**config.mk**
```make
export PLATFORM = sky130hd
export DESIGN_NAME = dgt_raster_ctrl
export DESIGN_NICKNAME = d
export VERILOG_FILES = /design/src/hdl/dgt_pkg.sv /design/src/hdl/dgt_raster_ctrl.sv
export SDC_FILE = /design/constraint.sdc
export NUM_CORES = 1
export LEC_CHECK = 0
export ABC_AREA = 1
export BUFFER_PORTS_ARGS = -buffer_cell sky130_fd_sc_hd__buf_2
export CAP_MARGIN = 20
export CORE_UTILIZATION = 55
export CTS_BUF_LIST = sky130_fd_sc_hd__clkbuf_2 sky130_fd_sc_hd__clkbuf_4 sky130_fd_sc_hd__clkbuf_8
export DETAILED_ROUTE_END_ITERATION = 7
export PLACE_DENSITY = 0.82
export SETUP_SLACK_MARGIN = 0.5
export SYNTH_ARGS = -nofsm -noshare
export SYNTH_HDL_FRONTEND = slang
export SYNTH_SLANG_ARGS = --single-unit
```
**constraint.sdc**
```tcl
create_clock -name clk -period 10.15 [get_ports clk]
set_clock_uncertainty 0.1 [all_clocks]
set_input_delay 2.03 -clock clk [delete_from_list [all_inputs] [get_ports clk]]
set_output_delay 2.03 -clock clk [all_outputs]
set_load 0.03 [all_outputs]
```
**src/hdl/dgt_pkg.sv**
```systemverilog
// Package for the depth grid triangulator: field widths, register codes,
// reset values, the control flag and face structs, and a depth helper.
// No dependencies.
package dgt_pkg;

    localparam int DEPTH_W    = 16;
    localparam int CORNER_W   = 20;
    localparam int SIZE_W     = 11;
    localparam int LIMIT_W    = 16;
    localparam int CFG_DATA_W = 16;
    localparam int CFG_IDX_W  = 2;
    localparam int ROW_BITS   = 10;
    localparam int MAX_ROWS   = 1024;

    localparam logic [SIZE_W-1:0]  RESET_ROW_WIDTH    = 11'd640;
    localparam logic [SIZE_W-1:0]  RESET_FRAME_HEIGHT = 11'd480;
    localparam logic [LIMIT_W-1:0] RESET_DEPTH_LIMIT  = 16'd50;

    typedef enum logic [CFG_IDX_W-1:0] {
        CFG_ROW_WIDTH    = 2'd0,
        CFG_FRAME_HEIGHT = 2'd1,
        CFG_DEPTH_LIMIT  = 2'd2
    } cfg_reg_t;

    // Position and mask flags of one pixel, handed from the raster counters
    // to the face evaluation stage.
    typedef struct packed {
        logic row_nz;
        logic has_right;
        logic has_left;
        logic left_valid;
        logic pix_valid;
    } pix_flags_t;

    typedef struct packed {
        logic [CORNER_W-1:0] c0;
        logic [CORNER_W-1:0] c1;
        logic [CORNER_W-1:0] c2;
        logic                last;
    } face_t;

    function automatic logic [DEPTH_W-1:0] abs_diff(input logic [DEPTH_W-1:0] a,
                                                    input logic [DEPTH_W-1:0] b);
        abs_diff = (a > b) ? (a - b) : (b - a);
    endfunction

endpackage

```
**src/hdl/dgt_raster_ctrl.sv**
```systemverilog
// Raster position counters, vertex numbering and the left-neighbor register.
// Depends on dgt_pkg.
module dgt_raster_ctrl #(
    parameter int MAX_WIDTH  = 1024,
    parameter int INDEX_BITS = 20,
    localparam int COL_BITS  = $clog2(MAX_WIDTH),
    localparam int WBITS     = $clog2(MAX_WIDTH + 1)
) (
    input  logic                         clk,
    input  logic                         rst_n,
    input  logic                         accept,
    input  logic [dgt_pkg::DEPTH_W-1:0]  depth,
    input  logic                         pix_valid,
    input  logic [dgt_pkg::SIZE_W-1:0]   row_width,
    input  logic [dgt_pkg::SIZE_W-1:0]   frame_height,
    output logic [COL_BITS-1:0]          col,
    output logic [COL_BITS-1:0]          col_right,
    output dgt_pkg::pix_flags_t          flags,
    output logic [INDEX_BITS-1:0]        vert_idx,
    output logic [dgt_pkg::DEPTH_W-1:0]  left_depth,
    output logic [INDEX_BITS-1:0]        left_idx
);
    import dgt_pkg::*;

    logic [COL_BITS-1:0]   col_reg,        col_next;
    logic [ROW_BITS-1:0]   row_reg,        row_next;
    logic [INDEX_BITS-1:0] vcount_reg,     vcount_next;
    logic [DEPTH_W-1:0]    left_depth_reg, left_depth_next;
    logic [INDEX_BITS-1:0] left_idx_reg,   left_idx_next;
    logic                  left_valid_reg, left_valid_next;

    logic [WBITS-1:0]  eff_w;
    logic [SIZE_W-1:0] eff_h;
    logic [WBITS-1:0]  col_inc;
    logic [SIZE_W-1:0] row_inc;
    logic              last_col;
    logic              last_row;

    // Register values out of range saturate.
    always_comb
    begin
        if (row_width < SIZE_W'(2))
            eff_w = WBITS'(2);
        else if (32'(row_width) > 32'(MAX_WIDTH))
            eff_w = WBITS'(MAX_WIDTH);
        else
            eff_w = WBITS'(row_width);

        if (frame_height < SIZE_W'(2))
            eff_h = SIZE_W'(2);
        else if (32'(frame_height) > 32'(MAX_ROWS))
            eff_h = SIZE_W'(MAX_ROWS);
        else
            eff_h = frame_height;
    end

    assign col_inc  = WBITS'(col_reg) + WBITS'(1);
    assign row_inc  = SIZE_W'(row_reg) + SIZE_W'(1);
    assign last_col = (col_inc >= eff_w);
    assign last_row = (row_inc >= eff_h);

    assign col       = col_reg;
    assign col_right = last_col ? col_reg : COL_BITS'(col_inc);
    assign vert_idx  = pix_valid ? vcount_reg : '0;

    assign flags.row_nz     = (row_reg != '0);
    assign flags.has_right  = !last_col;
    assign flags.has_left   = (col_reg != '0);
    assign flags.left_valid = left_valid_reg;
    assign flags.pix_valid  = pix_valid;

    assign left_depth = left_depth_reg;
    assign left_idx   = left_idx_reg;

    always_comb
    begin
        col_next        = col_reg;
        row_next        = row_reg;
        vcount_next     = vcount_reg;
        left_depth_next = left_depth_reg;
        left_idx_next   = left_idx_reg;
        left_valid_next = left_valid_reg;
        if (accept)
        begin
            left_depth_next = depth;
            left_idx_next   = vert_idx;
            left_valid_next = pix_valid;
            if (pix_valid)
                vcount_next = vcount_reg + INDEX_BITS'(1);
            if (last_col)
            begin
                col_next = '0;
                if (last_row)
                begin
                    row_next    = '0;
                    vcount_next = '0;
                end
                else
                begin
                    row_next = ROW_BITS'(row_inc);
                end
            end
            else
            begin
                col_next = COL_BITS'(col_inc);
            end
        end
    end

    always_ff @(posedge clk or negedge rst_n)
    begin
        if (!rst_n)
        begin
            col_reg        <= '0;
            row_reg        <= '0;
            vcount_reg     <= '0;
            left_depth_reg <= '0;
            left_idx_reg   <= '0;
            left_valid_reg <= 1'b0;
        end
        else
        begin
            col_reg        <= col_next;
            row_reg        <= row_next;
            vcount_reg     <= vcount_next;
            left_depth_reg <= left_depth_next;
            left_idx_reg   <= left_idx_next;
            left_valid_reg <= left_valid_next;
        end
    end

endmodule

```
==> metrics.txt <==
status finished clean; CP Data Required Time 8.02 ns; storage element area around 1900 sq um; slowest stage cell on the critical path nor2_4; gr ovfl total 0; CTS resizes 0; Initial Utilization 56.39%; GRT Util Overall 25.85%; Logic pwr share around 44%; Die X 96.33 microns; Die Y just under 100 microns; CP Class primary input to primary output; syn avg cell area ~7.2 sq um; Yosys cell types 29; crit path from row_width[6]; RSZ-0062 raised after global routing no; Post-Syn Nets ~750; WP buf/inv 3; clk sink count 77; core area 8678 sq um; Final setup viols 0; Sw Ratio between 40% and 50%; WL/cell 12.77 microns; Tcrit/Tclk final 68.32%; Worst path top cell family by delay simple AND/OR/NAND/NOR gates; PD cells 201.3 nW/um^2; Max Cap Viol 0; Final Non-Filler Cells 906; most used cell, CP nand2_1; Mapped Area 4893 sq um; final hold slack 0.3700 ns; IO Port Bufs 122; layout cells sized above 1 20.80%; worst path arrival time approximately 4.8 ns; Worst Hold Class flip-flop to flip-flop; Initial DRC Count 322; DR vias/cell 5.088; NetSw 536.2 uW; sequential power share 36.8%; crit end category primary output; crit-path max FO 23; dominant cell type by area after synthesis dfrtp_1; Boundary Pins 123; Hold Buf Count CTS 0; initial antenna violation count 0; hold path startpoint left_depth[1]; CTS Root Buffer Type clkbuf_8; multi-input logic area 2531 sq um; setup TNS 0 ns; number of hold violations in the final report 0; Final Util 65.72%; Antenna Nets Post-Route 0; number of global-route vias before repair 4249; post-synthesis cell count slightly below 700; fillers 755; row cnt 34; Top Usage Layer GRT met2; Final Max Tran Viols 0; drt pass-1 iters 5; CTS max path bufs 2; Placed Cells 890; Leak roughly 0.0033 uW; peak supply drop 0.08797 mV; RePlAce Congestion 0.9970; Warnings, synthesis 0; M2 GR Usage a little over two fifths; TritonCTS clock tree yes; global routing usage on met1 33.27%; ranking of synthesized cells by area dfrtp_1 39%, nand2_1 19%, ha_1 7.4%; Int Pwr 611.5 uW; Detailed Place HPWL 8.723 mm; Startpoint Class primary input; reg2reg start col[0]; first-pass GRT wire length 18.48 mm; post-CTS setup buffers 0; Antenna diodes 0; Synth top area share around two fifths; Routed WL ~12 mm; final net count 864; clock slew at reported path FFs approximately 0.080 ns; die area 9279 sq um; post-synthesis sequential area ratio 39.38%; Skew-Pair Late Insertion Delay 0.35 ns; DRC viols 0; slowest stage delay, CP 0.43 ns; met3 Use GR 5.055%; Achievable Freq 144.2 MHz; pin count of the biggest net entering global routing 80; DR vias approximately 4600; Yosys reg bits 77; P&R area growth vs syn 16.54%; Cell Chain, Critical Path buf_2 > nor2_1 > nand2_1 > nor3_1 > nand3_1 > o21ai_1 > nand2_1 > ha_1 > nand2_1 > nand2_1 > a21oi_2 > nand2_2 > nor2_4 > ha_1 > inv_1 > buf_2; slew margin rel. 37.37%; htree depth 3; Clk pwr share a little under a fifth; CTS Buf Count 9; post-layout minimum cycle time 6.934 ns; worst slew pin tran 0.9394 ns
## area by class of cell
cell class	instances	share of cell area (%)
Inverter	82	5.397
Timing Repair Buffer	123	10.88
Multi-Input combinational cell	500	44.38
Clock buffer	9	2.172
Tap cell	108	2.369
Sequential cell	77	33.79
Clock inverter	7	1.009
## cells in the mapped netlist
library cell  number
nand2_1          254
inv_1             81
dfrtp_1           77
nor2_1            73
ha_1              29
o21ai_0           29
xor2_1            24
nand3_1           23
nand4_1           12
nor2_2            11
buf_2              9
nor3_1             8
o21ai_1            8
a21oi_1            6
clkbuf_1           6
buf_4              5
nand2_2            4
nor2_4             4
nand3b_1           3
xnor2_1            3
buf_6              2
nand3_2            2
nor4_1             2
a21oi_2            1
inv_2              1
nor2_8             1
nor3_2             1
nor3b_1            1
o21bai_4           1
## power groups by stage
stage,Clock [uW],Sequential [uW],Combinational (uW)
6_report,218,422,507
5_1_grt,238,430,570
2_1_floorplan,0,460,332
3_3_place_gp,0,423,490
3_5_place_dp,0,426,506
4_1_cts,223,421,508
## tightest hold or removal path, delay by kind of cell, from the launching register on
family	cells	cell delay [ns]
AND/OR/NAND/NOR	2	0.09
flip-flops	1	0.35
## routing by layer
| layer | up-vias | part of all wire (%) |
|---|---|---|
| li1 | 2331 | - |
| met1 | 2100 | 43 |
| met2 | 155 | 48 |
| met3 | 24 | 6.2 |
| met4 | 0 | 2.8 |
| met5 | - | 0 |
## through the flow
| stage | setup WS (ns) | cell area [sq um] | total power (uW) |
|---|---|---|---|
| floorplan | 3.582 | 4893 | 792.3 |
| global placement | 3.395 | 5522 | 913.6 |
| detailed placement | 3.234 | 5522 | 932.1 |
| CTS | 3.220 | 5703 | 1152 |
| global route | 2.864 | 5703 | 1238 |
| finish | 3.216 | 5703 | 1148 |
## placed cells by master (no fill, tap or decap), drive strengths merged
cell and count:
xnor2 3, a21oi 7, dfrtp 77, nor4 2, buf 123, clkinvlp 1
nor3 9, nand3 25, nand4 12, clkinv 2, nor2 89, nand3b 3
nand2 258, xor2 24, ha 29, nor3b 1, clkbuf 9, inv 86
o21bai 1, o21ai 37
## cell families after synthesis
| group | synth area share (%) |
|---|---|
| and+or+nand+nor | 34.52 |
| buffers and inverters | 8.898 |
| DFF | 39.38 |
| AOI/OAI and AO/OA | 4.961 |
| adders and majority gates | 7.415 |
| xor gates and xnor gates | 4.833 |
## worst paths after layout
check / to / cells after the start / slack, ns
setup reg to reg: col[0] / 14 / 6.96
max in group asynchronous: left_depth[1] / 1 / 7.63
min in group asynchronous: left_depth[14] / 1 / 1.71
hold reg to reg: left_depth[1] / 2 / 0.37
setup / recovery: col_right[0] / 16 / 3.22
hold / removal: left_depth[1] / 2 / 0.37
(Power assumes the default switching activity.)
