### src/hdl/dgt_pkg.sv
// Package for the depth grid triangulator: field widths, register codes,
// reset values, the control flag and face structs, and a depth helper.
// No dependencies.
package dgt_pkg;

    localparam int DEPTH_W    = 16;
    localparam int CORNER_W   = 20;
    localparam int SIZE_W     = 11;
    localparam int LIMIT_W    = 16;
    localparam int CFG_DATA_W = 16;
    localparam int CFG_IDX_W  = 2;
    localparam int ROW_BITS   = 10;
    localparam int MAX_ROWS   = 1024;

    localparam logic [SIZE_W-1:0]  RESET_ROW_WIDTH    = 11'd640;
    localparam logic [SIZE_W-1:0]  RESET_FRAME_HEIGHT = 11'd480;
    localparam logic [LIMIT_W-1:0] RESET_DEPTH_LIMIT  = 16'd50;

    typedef enum logic [CFG_IDX_W-1:0] {
        CFG_ROW_WIDTH    = 2'd0,
        CFG_FRAME_HEIGHT = 2'd1,
        CFG_DEPTH_LIMIT  = 2'd2
    } cfg_reg_t;

    // Position and mask flags of one pixel, handed from the raster counters
    // to the face evaluation stage.
    typedef struct packed {
        logic row_nz;
        logic has_right;
        logic has_left;
        logic left_valid;
        logic pix_valid;
    } pix_flags_t;

    typedef struct packed {
        logic [CORNER_W-1:0] c0;
        logic [CORNER_W-1:0] c1;
        logic [CORNER_W-1:0] c2;
        logic                last;
    } face_t;

    function automatic logic [DEPTH_W-1:0] abs_diff(input logic [DEPTH_W-1:0] a,
                                                    input logic [DEPTH_W-1:0] b);
        abs_diff = (a > b) ? (a - b) : (b - a);
    endfunction

endpackage

### src/hdl/dgt_face_unit.sv
// Face evaluation stage and the two-entry result buffer.
// Depends on dgt_pkg; the line buffer read data arrives in the cycle after accept.
module dgt_face_unit #(
    parameter int INDEX_BITS = 20,
    localparam int DATA_W    = dgt_pkg::DEPTH_W + INDEX_BITS + 1
) (
    input  logic                         clk,
    input  logic                         rst_n,
    input  logic                         in_valid,
    output logic                         in_ready,
    input  dgt_pkg::pix_flags_t          flags,
    input  logic [dgt_pkg::DEPTH_W-1:0]  depth,
    input  logic [INDEX_BITS-1:0]        vert_idx,
    input  logic [dgt_pkg::DEPTH_W-1:0]  left_depth,
    input  logic [INDEX_BITS-1:0]        left_idx,
    input  logic [DATA_W-1:0]            anchor_word,
    input  logic [DATA_W-1:0]            right_word,
    input  logic [dgt_pkg::LIMIT_W-1:0]  limit,
    output logic                         out_valid,
    input  logic                         out_ready,
    output dgt_pkg::face_t               face
);
    import dgt_pkg::*;

    logic                  s1_valid_reg,      s1_valid_next;
    pix_flags_t            s1_flags_reg;
    logic [DEPTH_W-1:0]    s1_depth_reg;
    logic [INDEX_BITS-1:0] s1_idx_reg;
    logic [DEPTH_W-1:0]    s1_left_depth_reg;
    logic [INDEX_BITS-1:0] s1_left_idx_reg;

    face_t head_reg, head_next;
    face_t tail_reg, tail_next;
    logic  head_valid_reg, head_valid_next;
    logic  tail_valid_reg, tail_valid_next;

    logic                  accept;
    logic                  out_fire;
    logic                  buf_free;
    logic                  s1_move;
    logic [DEPTH_W-1:0]    anchor_depth;
    logic [INDEX_BITS-1:0] anchor_idx;
    logic                  anchor_ok;
    logic [DEPTH_W-1:0]    right_depth;
    logic [INDEX_BITS-1:0] right_idx;
    logic                  right_ok;
    logic                  base_ok;
    logic                  hit_a;
    logic                  hit_b;
    face_t                 face_a;
    face_t                 face_b;

    assign out_fire = head_valid_reg && out_ready;
    assign buf_free = !head_valid_reg || (out_ready && !tail_valid_reg);
    assign s1_move  = s1_valid_reg && buf_free;
    assign in_ready = !s1_valid_reg || buf_free;
    assign accept   = in_valid && in_ready;

    assign anchor_depth = anchor_word[DEPTH_W-1:0];
    assign anchor_idx   = anchor_word[DEPTH_W +: INDEX_BITS];
    assign anchor_ok    = anchor_word[DATA_W-1];
    assign right_depth  = right_word[DEPTH_W-1:0];
    assign right_idx    = right_word[DEPTH_W +: INDEX_BITS];
    assign right_ok     = right_word[DATA_W-1];

    // Both faces share the anchor and the downward edge.
    always_comb
    begin
        base_ok = s1_flags_reg.row_nz && s1_flags_reg.pix_valid && anchor_ok &&
                  (abs_diff(anchor_depth, s1_depth_reg) < limit);
        hit_a   = base_ok && s1_flags_reg.has_right && right_ok &&
                  (abs_diff(anchor_depth, right_depth) < limit);
        hit_b   = base_ok && s1_flags_reg.has_left && s1_flags_reg.left_valid &&
                  (abs_diff(anchor_depth, s1_left_depth_reg) < limit);

        face_a.c0   = CORNER_W'(s1_idx_reg);
        face_a.c1   = CORNER_W'(right_idx);
        face_a.c2   = CORNER_W'(anchor_idx);
        face_a.last = !hit_b;

        face_b.c0   = CORNER_W'(s1_left_idx_reg);
        face_b.c1   = CORNER_W'(s1_idx_reg);
        face_b.c2   = CORNER_W'(anchor_idx);
        face_b.last = 1'b1;
    end

    always_comb
    begin
        s1_valid_next = s1_valid_reg;
        if (accept)
            s1_valid_next = 1'b1;
        else if (s1_move)
            s1_valid_next = 1'b0;
    end

    always_comb
    begin
        head_next       = head_reg;
        tail_next       = tail_reg;
        head_valid_next = head_valid_reg;
        tail_valid_next = tail_valid_reg;
        if (out_fire)
        begin
            head_next       = tail_reg;
            head_valid_next = tail_valid_reg;
            tail_valid_next = 1'b0;
        end
        if (s1_move && (hit_a || hit_b))
        begin
            head_next       = hit_a ? face_a : face_b;
            head_valid_next = 1'b1;
            tail_next       = face_b;
            tail_valid_next = hit_a && hit_b;
        end
    end

    always_ff @(posedge clk or negedge rst_n)
    begin
        if (!rst_n)
        begin
            s1_valid_reg   <= 1'b0;
            head_valid_reg <= 1'b0;
            tail_valid_reg <= 1'b0;
        end
        else
        begin
            s1_valid_reg   <= s1_valid_next;
            head_valid_reg <= head_valid_next;
            tail_valid_reg <= tail_valid_next;
        end
    end

    always_ff @(posedge clk)
    begin
        if (accept)
        begin
            s1_flags_reg      <= flags;
            s1_depth_reg      <= depth;
            s1_idx_reg        <= vert_idx;
            s1_left_depth_reg <= left_depth;
            s1_left_idx_reg   <= left_idx;
        end
        head_reg <= head_next;
        tail_reg <= tail_next;
    end

    assign out_valid = head_valid_reg;
    assign face      = head_reg;

    a_tail_needs_head: assert property (@(posedge clk) disable iff (!rst_n)
        tail_valid_reg |-> head_valid_reg)
        else $error("second face buffered without a first");

    a_tail_is_last: assert property (@(posedge clk) disable iff (!rst_n)
        tail_valid_reg |-> tail_reg.last)
        else $error("second face of a pixel not marked last");

    a_open_run_has_tail: assert property (@(posedge clk) disable iff (!rst_n)
        (head_valid_reg && !head_reg.last) |-> tail_valid_reg)
        else $error("face run left open with nothing behind it");

    a_accept_fills_stage: assert property (@(posedge clk) disable iff (!rst_n)
        accept |=> s1_valid_reg)
        else $error("accepted pixel missing from evaluation stage");

endmodule

### config.mk
export PLATFORM = sky130hd
export DESIGN_NAME = dgt_face_unit
export DESIGN_NICKNAME = d
export VERILOG_FILES = /design/src/hdl/dgt_pkg.sv /design/src/hdl/dgt_face_unit.sv
export SDC_FILE = /design/constraint.sdc
export NUM_CORES = 1
export LEC_CHECK = 0
export BUFFER_PORTS_ARGS = -buffer_cell sky130_fd_sc_hd__buf_2
export CAP_MARGIN = 20
export CORE_UTILIZATION = 34
export DETAILED_ROUTE_END_ITERATION = 6
export GPL_ROUTABILITY_DRIVEN = 1
export GPL_TIMING_DRIVEN = 0
export SYNTH_ARGS = -nofsm -noshare
export SYNTH_HDL_FRONTEND = slang
export SYNTH_SLANG_ARGS = --single-unit
export TNS_END_PERCENT = 1
### constraint.sdc
create_clock -name clk -period 8.2 [get_ports clk]
set_clock_uncertainty 0.1 [all_clocks]
set_input_delay 0.41 -clock clk [delete_from_list [all_inputs] [get_ports clk]]
set_output_delay 0.41 -clock clk [all_outputs]
set_load 0.01 [all_outputs]
==> reports/metrics.csv <==
stage,metric,value,unit
run_status,outcome,"complete, no violations",
synth,simple-gate area share of the yosys netlist,7.06,%
floorplanning,die boundary width,197,microns
floorplanning,# IOs,234,
worst_setup_path,arrival time reported for the critical path endpoint,6.85,ns
worst_setup_path,"Req. time, crit path",8.24,ns
timing,final critical path time including I/O delays and setup,6.80,ns
route,DRC violations left,0,
worst_setup_path,CP Max Fanout,61,
floorplanning,Die Span Y,197,microns
global_routing,global route overflow,0,
power_and_ir_drop,PnR Total Power,0.00293,W
synth,XOR/XNOR share of the synthesized area,2.83,%
clock_network,quantity of gates resized following cts,0,
route,WL/cell,18.6,microns
clock_network,source-to-sink clock delay at the later pin of the worst-skew pair,0.53,ns
global_routing,vias in the first global route,10100,
worst_hold_path,type of the tightest min-delay check,input pin to asynchronous set/reset pin,
global_routing,number of antenna violations at the first check in global routing,4,
placed_design,pre-CTS worst setup slack,0.873,ns
route,routed wire length,37500,microns
synth,synthesized-area fraction occupied by adder cells,14.2,%
power_and_ir_drop,static leakage,7.22,nW
finish,fill count,3555,
clock_network,H-tree level count,1,
finish,final net count,1800,
synth,number of synthesized flops with an enable pin,198,
synth,most used flip-flop cell after synthesis,sky130_fd_sc_hd__edfxtp_1,
placed_design,routability congestion estimate,0.911,
route,post-route antenna net violation count,0,
worst_setup_path,path type of the worst setup path,flip-flop to flip-flop,
synth,synthesized netlist cell count,1125,
clock_network,clock tree root buffer cell,sky130_fd_sc_hd__clkbuf_16,
finish,most frequent standard cell in the layout excluding fill and tap cells,sky130_fd_sc_hd__buf_2,
timing,max-slew violations,0,
placed_design,Port Buf Inserts,233,
synth,multiplexer area fraction after synthesis,10.6,%
synth,net count after synthesis,1440,
finish,area overhead of the layout relative to synthesis,27.9,%
synth,portion of the post-synthesis area used by sequential elements,46.4,%
synth,share of async-settable or async-resettable flops after synthesis,1.49,%
floorplanning,Initial Utilization,34.5,%
synth,largest family of logic cells by synthesized area,compound AO/OA/AOI/OAI gates,
power_and_ir_drop,largest vdd supply drop,0.155,mV
placed_design,placed cell count,1871,
clock_network,largest buffer count on any clock path,3,
job,Max Cap Violations,0,
synth,Netlist cell types,60,
global_routing,Overall Global Routing Usage,18.9,%
timing,number of endpoints with negative hold slack in the final report,0,
route,number of iterations in the first detailed-routing pass,5,
clock_network,number of buffers added to fix hold violations after cts,99,
clock_network,number of buffers added for setup after CTS,0,
floorplanning,standard cell core area,37600,sq um
route,Via Count,9993,
timing,smallest setup slack after layout,1.40,ns
finish,post-route insts no fill,2019,
synth,Synthesis Warnings,0,
finish,ratio of cells with drive above 1 in the final layout,23.7,%
global_routing,pin count of the biggest net entering global routing,62,
clock_network,TritonCTS clock tree,done,
power_and_ir_drop,pwr/cell area,177,nW/um^2
clock_network,clock transition at the register clock pins on the worst setup and hold paths after CTS,0.06,ns
synth,Netlist Area Pre-Place,13000,sq um
route,DR iter-0 viols,655,
timing,Total Neg Setup Slack,0,ns
synth,share of the synthesized area in compound gates (AO/OA/AOI/OAI),14.3,%
floorplanning,area enclosed by the die boundary,39000,sq um
timing,FMAX,147,MHz
synth,Synth Area per Inst,11.5,sq um
timing,setup repair after global routing missed its margin,no,
placed_design,Detail Placement HPWL,29300,microns
timing,Slew HR,27.0,%
clock_network,TritonCTS Buffers,24,
floorplanning,number of standard-cell rows in the floorplan,71,
global_routing,wire length of the first global-routing pass,56600,microns
timing,worst slew pin tran,1.07,ns
finish,highest-count cells in the layout ignoring fill and taps,"sky130_fd_sc_hd__buf_2 (250), sky130_fd_sc_hd__edfxtp_1 (198), sky130_fd_sc_hd__ha_1 (138), sky130_fd_sc_hd__inv_1 (100), sky130_fd_sc_hd__dlygate4sd3_1 (99)",
worst_setup_path,crit start category,flip-flop,
route,vias per inst,4.95,
timing,setup violation total in the final timing report,0,
synth,register bit total from synthesis,201,
timing,final cycle utilization of the critical path,83.0,%
finish,flip-flop count of the largest register after layout,61,
clock_network,number of clock sinks,201,
timing,final worst hold slack,0.158,ns
worst_setup_path,critical path endpoint category,flip-flop,
[layer usage]
metal | GRT usage, % | share of wire, % | routed length [microns]
met1 | 26.3 | 47 | 17500
met2 | 30.6 | 47 | 17500
met3 | 2.13 | 4.3 | 1600
met4 | 6.12 | 2.5 | 932
met5 | 0 | 0 | 0
[cell usage after synthesis (7+ instances only)]
| master | n | area, sq um |
|---|---|---|
| sky130_fd_sc_hd__o21ai_0 | 36 | 180 |
| sky130_fd_sc_hd__mux2_1 | 56 | 631 |
| sky130_fd_sc_hd__ha_1 | 138 | 1730 |
| sky130_fd_sc_hd__a21oi_1 | 85 | 425 |
| sky130_fd_sc_hd__xnor2_1 | 25 | 219 |
| sky130_fd_sc_hd__nand3_1 | 15 | 75.1 |
| sky130_fd_sc_hd__nand4_1 | 21 | 131 |
| sky130_fd_sc_hd__a21o_1 | 68 | 510 |
| sky130_fd_sc_hd__edfxtp_1 | 198 | 5950 |
| sky130_fd_sc_hd__xor2_1 | 17 | 149 |
| sky130_fd_sc_hd__nor2b_1 | 11 | 68.8 |
| sky130_fd_sc_hd__buf_2 | 17 | 85.1 |
| sky130_fd_sc_hd__nor2_1 | 43 | 161 |
| sky130_fd_sc_hd__inv_1 | 101 | 379 |
| sky130_fd_sc_hd__nand2_1 | 49 | 184 |
| sky130_fd_sc_hd__o21bai_1 | 15 | 113 |
| sky130_fd_sc_hd__o211ai_1 | 7 | 52.6 |
| sky130_fd_sc_hd__mux2i_1 | 21 | 210 |
| sky130_fd_sc_hd__a211oi_1 | 10 | 75.1 |
| sky130_fd_sc_hd__a31oi_1 | 9 | 56.3 |
| sky130_fd_sc_hd__clkbuf_1 | 23 | 86.3 |
| sky130_fd_sc_hd__nor3_1 | 15 | 75.1 |
| sky130_fd_sc_hd__mux2_2 | 48 | 541 |
[path summary, 6_finish.rpt]
check	start	to	slack, ns	cells past startpoint
max in group asynchronous	rst_n	out_valid	7.72	2
hold reg to reg	s1_left_idx_reg[17]	tail_reg[58]	0.34	0
hold / removal	rst_n	s1_valid_reg	0.16	2
min in group clk	right_word[30]	face[35]	0.19	3
setup reg to reg	s1_depth_reg[12]	face[27]	1.40	19
setup / recovery	s1_depth_reg[12]	face[27]	1.40	19
[report_power, final]
part	switching (W)	internal (W)	total, W	leakage, nW
sequential	0.0000181	0.00118	0.00120	1.89
combinational	0.000404	0.000315	0.000719	4.97
clock	0.000423	0.000593	0.00102	0.365
total	0.000845	0.00209	0.00293	7.22
[per-stage QoR]
stage	util [%]	cell area, sq um
2_1_floorplan	-	13000
3_5_place_dp	39.5	14800
4_1_cts	44.1	16600
6_report	44.2	16600
3_3_place_gp	39.3	14800
5_1_grt	44.2	16600
[cell type report]
class	count	area [sq um]	share of cell area (%)
multi-input cells	777	6370	38.4
flip-flops and latches	201	6020	36.3
repair buffers	334	2200	13.3
clock buffers	31	648	3.90
well taps	511	639	3.85
inverters	101	379	2.28
plain buffers	46	216	1.30
clock inverters	13	105	0.633
diodes	5	12.5	0.0754
[cells by family after synthesis]
family,after synthesis
buffers and inverters,147
and+or+nand+nor,185
adders and majority gates,144
muxes,125
AOI/OAI and AO/OA,281
DFF,201
xor gates and xnor gates,42
[worst max-delay path: stages (launching register included)]
cell	delay (ns)
sky130_fd_sc_hd__edfxtp_1	0.38
sky130_fd_sc_hd__ha_1	0.28
sky130_fd_sc_hd__clkbuf_1	0.39
sky130_fd_sc_hd__nand4_1	0.25
sky130_fd_sc_hd__nor2_1	0.21
sky130_fd_sc_hd__nand3_1	0.10
sky130_fd_sc_hd__a21oi_1	0.30
sky130_fd_sc_hd__buf_2	0.33
sky130_fd_sc_hd__buf_2	0.34
sky130_fd_sc_hd__mux2_2	0.37
sky130_fd_sc_hd__ha_1	0.27
sky130_fd_sc_hd__a21boi_0	0.12
sky130_fd_sc_hd__o21ai_0	0.16
sky130_fd_sc_hd__a21boi_0	0.16
sky130_fd_sc_hd__o41ai_1	0.40
sky130_fd_sc_hd__a21oi_1	0.25
sky130_fd_sc_hd__nor3_2	0.56
sky130_fd_sc_hd__a31oi_2	0.36
sky130_fd_sc_hd__buf_2	0.34
sky130_fd_sc_hd__nand2_4	0.70
(Power assumes the default switching activity.)
